<file path="src/design/cxpc_pkg.sv">
// shared types, codes and constants of the chained xor packet cipher
package cxpc_pkg;

  localparam int unsigned BYTE_W        = 8;
  localparam int unsigned CMD_W         = 2;
  localparam int unsigned IN_DATA_W     = 24;
  localparam int unsigned QUEUE_DEPTH   = 4;

  // command codes on the input channel
  localparam logic [CMD_W-1:0] CMD_HDR_ENC = 2'd0;
  localparam logic [CMD_W-1:0] CMD_HDR_DEC = 2'd1;
  localparam logic [CMD_W-1:0] CMD_PAYLOAD = 2'd2;

  typedef enum logic [1:0] {
    OP_HDR_ENC = 2'd0,
    OP_HDR_DEC = 2'd1,
    OP_PAYLOAD = 2'd2
  } op_t;

  typedef struct packed {
    op_t              op;
    logic [BYTE_W-1:0] rand_key;
    logic [BYTE_W-1:0] check_byte;
    logic [BYTE_W-1:0] data_byte;
    logic             last;
  } item_t;

  typedef struct packed {
    logic full;
    logic empty;
  } q_stat_t;

endpackage

</file>
<file path="src/design/chained_xor_packet_cipher_unit.sv">
// top level of the chained xor packet cipher: front end, item queue, back end
// a result leaves the back end output register after its item has passed the queue
// throughput: one item per cycle unless the output stalls, set by the back end
// the queue absorbs up to QDEPTH items while the output side stalls
// unused command code 3 is accepted and swallowed without a result
// reset (rst_n low, synchronous): queue empty, output idle, key and all chain state zero
module chained_xor_packet_cipher_unit #(
  parameter int unsigned QDEPTH = cxpc_pkg::QUEUE_DEPTH
) (
  input  logic                                clk,
  input  logic                                rst_n,
  // configuration: fixed key byte
  input  logic                                cfg_wr_en,
  input  logic [cxpc_pkg::BYTE_W-1:0]         cfg_wr_data,
  // input channel
  input  logic                                in_tvalid,
  output logic                                in_tready,
  input  logic [cxpc_pkg::IN_DATA_W-1:0]      in_tdata,  // rand_key, check_byte, data_byte
  input  logic [cxpc_pkg::CMD_W-1:0]          in_tuser,  // cmd
  input  logic                                in_tlast,  // final_byte
  // result channel
  output logic                                out_tvalid,
  input  logic                                out_tready,
  output logic [cxpc_pkg::BYTE_W-1:0]         out_tdata, // out_byte
  output logic                                out_tuser, // check_ok
  output logic                                out_tlast  // end_of_packet
);

  // front to queue
  logic              push;
  cxpc_pkg::item_t   push_item;
  // queue to back
  logic              pop;
  cxpc_pkg::item_t   pop_item;
  cxpc_pkg::q_stat_t q_stat;

  // front end decodes the command and only forwards known items
  cxpc_front u_front (
    .in_tvalid (in_tvalid),
    .in_tready (in_tready),
    .in_tdata  (in_tdata),
    .in_tuser  (in_tuser),
    .in_tlast  (in_tlast),
    .q_stat    (q_stat),
    .push      (push),
    .push_item (push_item)
  );

  // short queue lets the input keep flowing while the output stalls
  cxpc_queue #(
    .QDEPTH (QDEPTH)
  ) u_queue (
    .clk       (clk),
    .rst_n     (rst_n),
    .push      (push),
    .push_item (push_item),
    .pop       (pop),
    .pop_item  (pop_item),
    .q_stat    (q_stat)
  );

  // back end holds the chaining state and the output register
  cxpc_back u_back (
    .clk         (clk),
    .rst_n       (rst_n),
    .cfg_wr_en   (cfg_wr_en),
    .cfg_wr_data (cfg_wr_data),
    .q_stat      (q_stat),
    .pop_item    (pop_item),
    .pop         (pop),
    .out_tvalid  (out_tvalid),
    .out_tready  (out_tready),
    .out_tdata   (out_tdata),
    .out_tuser   (out_tuser),
    .out_tlast   (out_tlast)
  );

endmodule

</file>
<file path="src/design/cxpc_front.sv">
// front end: takes items from the input channel, decodes the command, drops unused codes
module cxpc_front (
  input  logic                                  in_tvalid,
  output logic                                  in_tready,
  input  logic [cxpc_pkg::IN_DATA_W-1:0]        in_tdata,
  input  logic [cxpc_pkg::CMD_W-1:0]            in_tuser,
  input  logic                                  in_tlast,
  input  cxpc_pkg::q_stat_t                     q_stat,
  output logic                                  push,
  output cxpc_pkg::item_t                       push_item
);

  logic     known;
  cxpc_pkg::op_t op;

  always_comb begin
    known = 1'b1;
    op    = cxpc_pkg::OP_PAYLOAD;
    case (in_tuser)
      cxpc_pkg::CMD_HDR_ENC: op = cxpc_pkg::OP_HDR_ENC;
      cxpc_pkg::CMD_HDR_DEC: op = cxpc_pkg::OP_HDR_DEC;
      cxpc_pkg::CMD_PAYLOAD: op = cxpc_pkg::OP_PAYLOAD;
      default:               known = 1'b0;  // unused code, swallowed
    endcase
  end

  assign in_tready = !q_stat.full;
  assign push      = in_tvalid && !q_stat.full && known;

  assign push_item.op         = op;
  assign push_item.rand_key   = in_tdata[7:0];
  assign push_item.check_byte = in_tdata[15:8];
  assign push_item.data_byte  = in_tdata[23:16];
  assign push_item.last       = in_tlast;

endmodule

</file>
<file path="src/design/cxpc_queue.sv">
// short item queue between front and back end
module cxpc_queue #(
  parameter int unsigned QDEPTH = cxpc_pkg::QUEUE_DEPTH
) (
  input  logic              clk,
  input  logic              rst_n,
  input  logic              push,
  input  cxpc_pkg::item_t   push_item,
  input  logic              pop,
  output cxpc_pkg::item_t   pop_item,
  output cxpc_pkg::q_stat_t q_stat
);

  localparam int unsigned PTR_W = (QDEPTH > 1) ? $clog2(QDEPTH) : 1;
  localparam int unsigned CNT_W = $clog2(QDEPTH + 1);
  localparam logic [PTR_W-1:0] LAST_PTR = PTR_W'(QDEPTH - 1);
  localparam logic [CNT_W-1:0] FULL_CNT = CNT_W'(QDEPTH);

  cxpc_pkg::item_t  slot_r [QDEPTH];
  logic [PTR_W-1:0] wr_ptr_r, wr_ptr_nxt;
  logic [PTR_W-1:0] rd_ptr_r, rd_ptr_nxt;
  logic [CNT_W-1:0] count_r, count_nxt;

  always_comb begin
    wr_ptr_nxt = wr_ptr_r;
    rd_ptr_nxt = rd_ptr_r;
    count_nxt  = count_r;
    if (push) begin
      wr_ptr_nxt = (wr_ptr_r == LAST_PTR) ? '0 : wr_ptr_r + 1'b1;
    end
    if (pop) begin
      rd_ptr_nxt = (rd_ptr_r == LAST_PTR) ? '0 : rd_ptr_r + 1'b1;
    end
    if (push && !pop) begin
      count_nxt = count_r + 1'b1;
    end else if (pop && !push) begin
      count_nxt = count_r - 1'b1;
    end
  end

  always_ff @(posedge clk) begin
    if (!rst_n) begin
      wr_ptr_r <= '0;
      rd_ptr_r <= '0;
      count_r  <= '0;
    end else begin
      wr_ptr_r <= wr_ptr_nxt;
      rd_ptr_r <= rd_ptr_nxt;
      count_r  <= count_nxt;
    end
  end

  always_ff @(posedge clk) begin
    if (push) begin
      slot_r[wr_ptr_r] <= push_item;
    end
  end

  assign pop_item     = slot_r[rd_ptr_r];
  assign q_stat.full  = (count_r == FULL_CNT);
  assign q_stat.empty = (count_r == '0);

endmodule

</file>
<file path="src/design/cxpc_back.sv">
// back end: chained two-key xor, checksum tracking and the output register
module cxpc_back (
  input  logic                          clk,
  input  logic                          rst_n,
  input  logic                          cfg_wr_en,
  input  logic [cxpc_pkg::BYTE_W-1:0]   cfg_wr_data,
  input  cxpc_pkg::q_stat_t             q_stat,
  input  cxpc_pkg::item_t               pop_item,
  output logic                          pop,
  output logic                          out_tvalid,
  input  logic                          out_tready,
  output logic [cxpc_pkg::BYTE_W-1:0]   out_tdata,
  output logic                          out_tuser,
  output logic                          out_tlast
);

  localparam int unsigned BW = cxpc_pkg::BYTE_W;

  logic [BW-1:0] fixed_key_r;
  logic          decode_mode_r, decode_mode_nxt;
  logic [BW-1:0] packet_key_r, packet_key_nxt;
  logic [BW-1:0] prev_inner_r, prev_inner_nxt;
  logic [BW-1:0] prev_outer_r, prev_outer_nxt;
  logic [BW-1:0] byte_index_r, byte_index_nxt;
  logic [BW-1:0] plain_sum_r, plain_sum_nxt;
  logic [BW-1:0] expected_sum_r, expected_sum_nxt;

  logic          out_valid_r;
  logic [BW-1:0] out_byte_r, out_byte_nxt;
  logic          check_ok_r, check_ok_nxt;
  logic          eop_r;

  logic [BW-1:0] step, key_a, key_b, stage_a, stage_b;

  assign pop = !q_stat.empty && (!out_valid_r || out_tready);

  always_comb begin
    decode_mode_nxt  = decode_mode_r;
    packet_key_nxt   = packet_key_r;
    prev_inner_nxt   = prev_inner_r;
    prev_outer_nxt   = prev_outer_r;
    byte_index_nxt   = byte_index_r;
    plain_sum_nxt    = plain_sum_r;
    expected_sum_nxt = expected_sum_r;
    check_ok_nxt     = 1'b1;
    step             = byte_index_r + BW'(2);
    key_a            = '0;
    key_b            = '0;
    stage_a          = '0;
    stage_b          = '0;
    case (pop_item.op)
      cxpc_pkg::OP_HDR_ENC: begin
        key_a           = pop_item.rand_key + BW'(1);
        key_b           = fixed_key_r + BW'(1);
        stage_a         = pop_item.check_byte ^ key_a;
        stage_b         = stage_a ^ key_b;
        decode_mode_nxt = 1'b0;
        packet_key_nxt  = pop_item.rand_key;
        prev_inner_nxt  = stage_a;
        prev_outer_nxt  = stage_b;
        byte_index_nxt  = '0;
        plain_sum_nxt   = '0;
      end
      cxpc_pkg::OP_HDR_DEC: begin
        key_a            = fixed_key_r + BW'(1);
        key_b            = pop_item.rand_key + BW'(1);
        stage_a          = pop_item.check_byte ^ key_a;
        stage_b          = stage_a ^ key_b;
        decode_mode_nxt  = 1'b1;
        packet_key_nxt   = pop_item.rand_key;
        prev_inner_nxt   = stage_a;
        prev_outer_nxt   = pop_item.check_byte;
        byte_index_nxt   = '0;
        plain_sum_nxt    = '0;
        expected_sum_nxt = stage_b;
        // empty payload: sum is zero
        if (pop_item.last) begin
          check_ok_nxt = (stage_b == '0);
        end
      end
      cxpc_pkg::OP_PAYLOAD: begin
        if (!decode_mode_r) begin
          key_a          = packet_key_r + prev_inner_r + step;
          stage_a        = pop_item.data_byte ^ key_a;
          key_b          = fixed_key_r + prev_outer_r + step;
          stage_b        = stage_a ^ key_b;
          prev_inner_nxt = stage_a;
          prev_outer_nxt = stage_b;
        end else begin
          key_a          = prev_outer_r + fixed_key_r + step;
          stage_a        = pop_item.data_byte ^ key_a;
          key_b          = prev_inner_r + packet_key_r + step;
          stage_b        = stage_a ^ key_b;
          prev_outer_nxt = pop_item.data_byte;
          prev_inner_nxt = stage_a;
          plain_sum_nxt  = plain_sum_r + stage_b;
          if (pop_item.last) begin
            check_ok_nxt = (plain_sum_nxt == expected_sum_r);
          end
        end
        byte_index_nxt = byte_index_r + BW'(1);
      end
      default: begin
        stage_b = '0;
      end
    endcase
    out_byte_nxt = stage_b;
  end

  always_ff @(posedge clk) begin
    if (!rst_n) begin
      fixed_key_r    <= '0;
      decode_mode_r  <= 1'b0;
      packet_key_r   <= '0;
      prev_inner_r   <= '0;
      prev_outer_r   <= '0;
      byte_index_r   <= '0;
      plain_sum_r    <= '0;
      expected_sum_r <= '0;
      out_valid_r    <= 1'b0;
    end else begin
      if (cfg_wr_en) begin
        fixed_key_r <= cfg_wr_data;
      end
      if (pop) begin
        decode_mode_r  <= decode_mode_nxt;
        packet_key_r   <= packet_key_nxt;
        prev_inner_r   <= prev_inner_nxt;
        prev_outer_r   <= prev_outer_nxt;
        byte_index_r   <= byte_index_nxt;
        plain_sum_r    <= plain_sum_nxt;
        expected_sum_r <= expected_sum_nxt;
        out_valid_r    <= 1'b1;
      end else if (out_tready) begin
        out_valid_r <= 1'b0;
      end
    end
  end

  always_ff @(posedge clk) begin
    if (pop) begin
      out_byte_r <= out_byte_nxt;
      check_ok_r <= check_ok_nxt;
      eop_r      <= pop_item.last;
    end
  end

  assign out_tvalid = out_valid_r;
  assign out_tdata  = out_byte_r;
  assign out_tuser  = check_ok_r;
  assign out_tlast  = eop_r;

endmodule

</file>
<file path="config.mk">
export PLATFORM = sky130hd
export DESIGN_NAME = chained_xor_packet_cipher_unit
export DESIGN_NICKNAME = d
export VERILOG_FILES = /design/src/design/cxpc_pkg.sv /design/src/design/chained_xor_packet_cipher_unit.sv /design/src/design/cxpc_front.sv /design/src/design/cxpc_queue.sv /design/src/design/cxpc_back.sv
export SDC_FILE = /design/constraint.sdc
export NUM_CORES = 1
export LEC_CHECK = 0
export BUFFER_PORTS_ARGS = -buffer_cell sky130_fd_sc_hd__buf_2
export CAP_MARGIN = 20
export CELL_PAD_IN_SITES_DETAIL_PLACEMENT = 1
export CELL_PAD_IN_SITES_GLOBAL_PLACEMENT = 2
export CORE_AREA = 2 2 150 152
export CTS_CLUSTER_SIZE = 28
export DETAILED_ROUTE_END_ITERATION = 8
export DIE_AREA = 0 0 152 154
export PLACE_DENSITY = 0.88
export SYNTH_ARGS = -nofsm -noshare
export SYNTH_HDL_FRONTEND = slang
export SYNTH_HIERARCHICAL = 1
export SYNTH_SLANG_ARGS = --single-unit
</file>
<file path="constraint.sdc">
create_clock -name clk -period 7.4 [get_ports clk]
set_input_delay 0.37 -clock clk [delete_from_list [all_inputs] [get_ports clk]]
set_output_delay 0.37 -clock clk [all_outputs]
set_load 0.05 [all_outputs]
</file>
==> impl_metrics.json <==
{
  "status": "completed",
  "p_int_mw": 2.854,
  "synth-async-reset-ratio_pct": 0,
  "powerDensity_nw_per_um2": 484.8,
  "finClkSkew_ns": 0.01887,
  "fin_crit_ns": 4.590,
  "slowest_delay_ns": 0.57,
  "first_pass_iters": 5,
  "max_cap_violations": 0,
  "nFillCells": 2252,
  "ys_top_cells_by_area": "edfxtp_1 (36%), dfxtp_1 (14%), xnor2_1 (6.7%)",
  "cp.required_ns": 7.67,
  "pin_count": 52,
  "crit_arrival_ns": 4.86,
  "swShare_pct": 45.24,
  "die_w_um": 152,
  "synth_top_flop_cell": "edfxtp_1",
  "drt_wl_total_um": 23940,
  "port_buffers": 51,
  "grt_pass1_vias": 6714,
  "syn_area_um2": 9868,
  "htree_levels": 4,
  "num_vias": 6393,
  "worstReg2RegEnd": "u_back/out_tuser",
  "cp.depth": 17,
  "ys_ff_latch": 185,
  "synth_cells": 830,
  "antenna_found_initial": 0,
  "slew_headroom_pct": 42.38,
  "min_period_over_period_pct": 62.02,
  "fp.dieH_um": 154,
  "postCtsSetupBuffers": 0,
  "hold_viol_final": 0,
  "postCtsHoldBufs": 0,
  "end_kind": "register",
  "ys_seq_area_share_pct": 49.50,
  "post_cts_resized": 0,
  "cp-start-kind": "register",
  "cts_tree": "done",
  "yosysTopAreaCell": "edfxtp_1",
  "gr-usage-all-layers_pct": 21.11,
  "clkSinkCount": 185,
  "cts_root_buf": "clkbuf_16",
  "clkLatencyLatePin_ns": 0.45,
  "syn_nets": 922,
  "dp_hpwl_um": 16970,
  "routed_via_density": 5.608,
  "hp-class": "input pin to register",
  "pwr-share-clk_pct": 17.8,
  "drv_slew": 0,
  "setup_viol": 0,
  "crit_chain": "ha_1, xor2_1, fa_1, ha_1, a21o_1, a21oi_2, xnor2_1, xnor2_1, xnor2_1, ha_1, nor3_1, a21o_1, a21oi_1, o2111ai_1, nor4_1, o211ai_1, o2111ai_1",
  "power_leakage_nw": 3.921,
  "drtIter0Drc": 341,
  "critPathBufInv": 0,
  "r2r_slack_ns": 2.81,
  "diodes": 0,
  "cpMaxStageDelayCell": "ha_1",
  "layout_setup_ws_ns": 2.810,
  "p_sw_mw": 2.357,
  "path_class": "register to register",
  "cts_buffer_depth": 2,
  "cts-buffers-inserted": 17,
  "place_congestion": 0.8600,
  "critPathCapture": "u_back/out_tuser",
  "max_slew.worst_pin.slew_ns": 0.8642,
  "synth_warnings": 6,
  "irDropWorstVdd_mv": 0.2266,
  "grt_pass1_wl_um": 37920,
  "start_util_pct": 45.50,
  "core-area_um2": 21690,
  "ys_types": 64,
  "syn_avg_cell_area_um2": 11.89,
  "cp-startpoint": "u_back/byte_index_r[1]",
  "rows": 54,
  "clkTransAtPathRegs_ns": 0.08,
  "drt-wirelength-per-cell_um": 21.00,
  "nets": 939,
  "dieArea_um2": 23410,
  "drc": 0,
  "seqPwrFrac_pct": 26.7,
  "drive_above_1_share_pct": 15.23,
  "area_growth_pct": 8.926,
  "synth_top_area_share_pct": 35.91,
  "grt-ovfl-total": 0,
  "postRouteAntennaNets": 0,
  "critical_path.max_fanout": 13,
  "grt_max_degree": 38,
  "p_comb_share_pct": 55.6,
  "final_area_um2": 10750,
  "post-place-ws_ns": 2.839,
  "placed_area_um2": 10150,
  "tns_ns": 0,
  "dp_cells": 1108,
  "r2r.worst_path.cells": 17,
  "rsz0062_at_grt": "false",
  "fmax_mhz": 217.9,
  "r2r-start": "u_back/byte_index_r[1]",
  "synth_edf_count": 118,
  "path_delay_family": "adder cells",
  "fin_cells": 1140
}
[registers in the layout, indices dropped and copies added (netlist names), named ones only]
register               flops
u_back/expected_sum_r      8
u_back/decode_mode_r       1
u_back/out_tdata           8
u_back/fixed_key_r         8
u_back/out_tvalid          1
u_back/packet_key_r        8
u_back/byte_index_r        8
u_back/prev_outer_r        8
u_back/plain_sum_r         8
u_queue/rd_ptr_r           2
u_queue/wr_ptr_r           2
u_queue/count_r            3
u_queue/slot_r           108
u_back/prev_inner_r        8
u_back/out_tlast           1
u_back/out_tuser           1
[per-layer routing]
metal / vias up / part of all wire, % / track usage (%)
met5: - / 0 / 0
met4: 0 / 2.3 / 7.432
met3: 32 / 4.0 / 3.326
met2: 145 / 50 / 36.49
met1: 3240 / 44 / 27.07
li1: 2976 / - / -
[Yosys cell counts, types with 4 or more instances]
master,n
edfxtp_1,118
nand2_1,81
xnor2_1,76
dfxtp_1,67
nor2_1,55
a21oi_1,45
ha_1,34
inv_1,29
buf_4,28
clkbuf_1,24
mux2i_1,21
mux4_2,20
fa_1,18
nand3_1,18
nor2b_1,18
xor2_1,16
a21boi_0,14
a22oi_1,13
nor3_1,12
o211ai_1,11
a21o_1,7
and2_1,7
mux4_1,7
and3_1,6
a211oi_1,5
nand2b_1,5
o21ai_0,5
buf_1,4
buf_6,4
o21a_1,4
[worst min path at each step]
stage                                   startpoint                       end  cells after the start
final                                 in_tdata[11]     u_queue/slot_r[3][12]                      1
after global routing                  in_tdata[11]     u_queue/slot_r[3][12]                      1
after CTS                             in_tdata[11]     u_queue/slot_r[3][12]                      1
after detailed placement  u_back/expected_sum_r[6]  u_back/expected_sum_r[6]                      2
after global placement      u_back/packet_key_r[6]    u_back/packet_key_r[6]                      2
after floorplan             u_back/packet_key_r[6]    u_back/packet_key_r[6]                      2
[layout make-up]
cell class | instances | area (µm²) | area share (%)
clock buffer | 18 | 429.2 | 3.993
clock inverter | 14 | 168.9 | 1.571
inverter | 30 | 112.6 | 1.048
multi-input combinational | 549 | 4449 | 41.39
sequential | 185 | 4886 | 45.45
tap | 280 | 350.3 | 3.259
timing repair buffer | 64 | 352.8 | 3.282
[cells by family after synthesis]
family / count (synthesis) / synth area share, %
compound gates: 134 / 9.281
xor+xnor: 96 / 8.964
fa+ha+maj: 52 / 7.963
buf+inv: 96 / 5.439
flops: 185 / 49.50
mux: 48 / 8.558
simple gates: 219 / 10.30
[power groups by stage]
stage / sequential (mW) / combinational (mW) / clock, mW
2_1_floorplan: 1.49 / 2.13 / 0
4_1_cts: 1.39 / 2.90 / 0.946
3_3_place_gp: 1.41 / 2.84 / 0
6_report: 1.39 / 2.90 / 0.926
3_5_place_dp: 1.42 / 2.88 / 0
5_1_grt: 1.41 / 3.18 / 0.980
[per-stage QoR]
step,hold slack [ns],util [%],power (mW)
5_1_grt,0.1246,49.56,5.569
6_report,0.1407,49.56,5.211
4_1_cts,0.1205,49.56,5.242
2_1_floorplan,0.4435,-,3.614
3_3_place_gp,0.4547,46.80,4.246
3_5_place_dp,0.4666,46.80,4.296
[worst reg2reg max path: cells and delay by family, from the launching register on]
family / cells / cell delay [ns]
AOI/OAI and AO/OA: 7 / 1.14
xor gates and xnor gates: 4 / 0.83
adders and majority gates: 4 / 1.70
DFF: 1 / 0.40
and+or+nand+nor: 2 / 0.36
[cell usage in the layout, fill, tap and decap left out, types with 17 or more instances in the layout]
cell type / netlist / final
fa_1: 18 / 18
ha_1: 34 / 34
nor2b_1: 18 / 17
nor2_1: 55 / 55
mux4_2: 20 / 20
xnor2_1: 76 / 76
dfxtp_1: 67 / 66
clkbuf_16: 0 / 17
mux2i_1: 21 / 21
a21oi_1: 45 / 45
nand2_1: 81 / 81
edfxtp_1: 118 / 118
inv_1: 29 / 29
nand3_1: 18 / 18
buf_2: 3 / 51
Note: power is estimated with default switching activity, not from simulation.
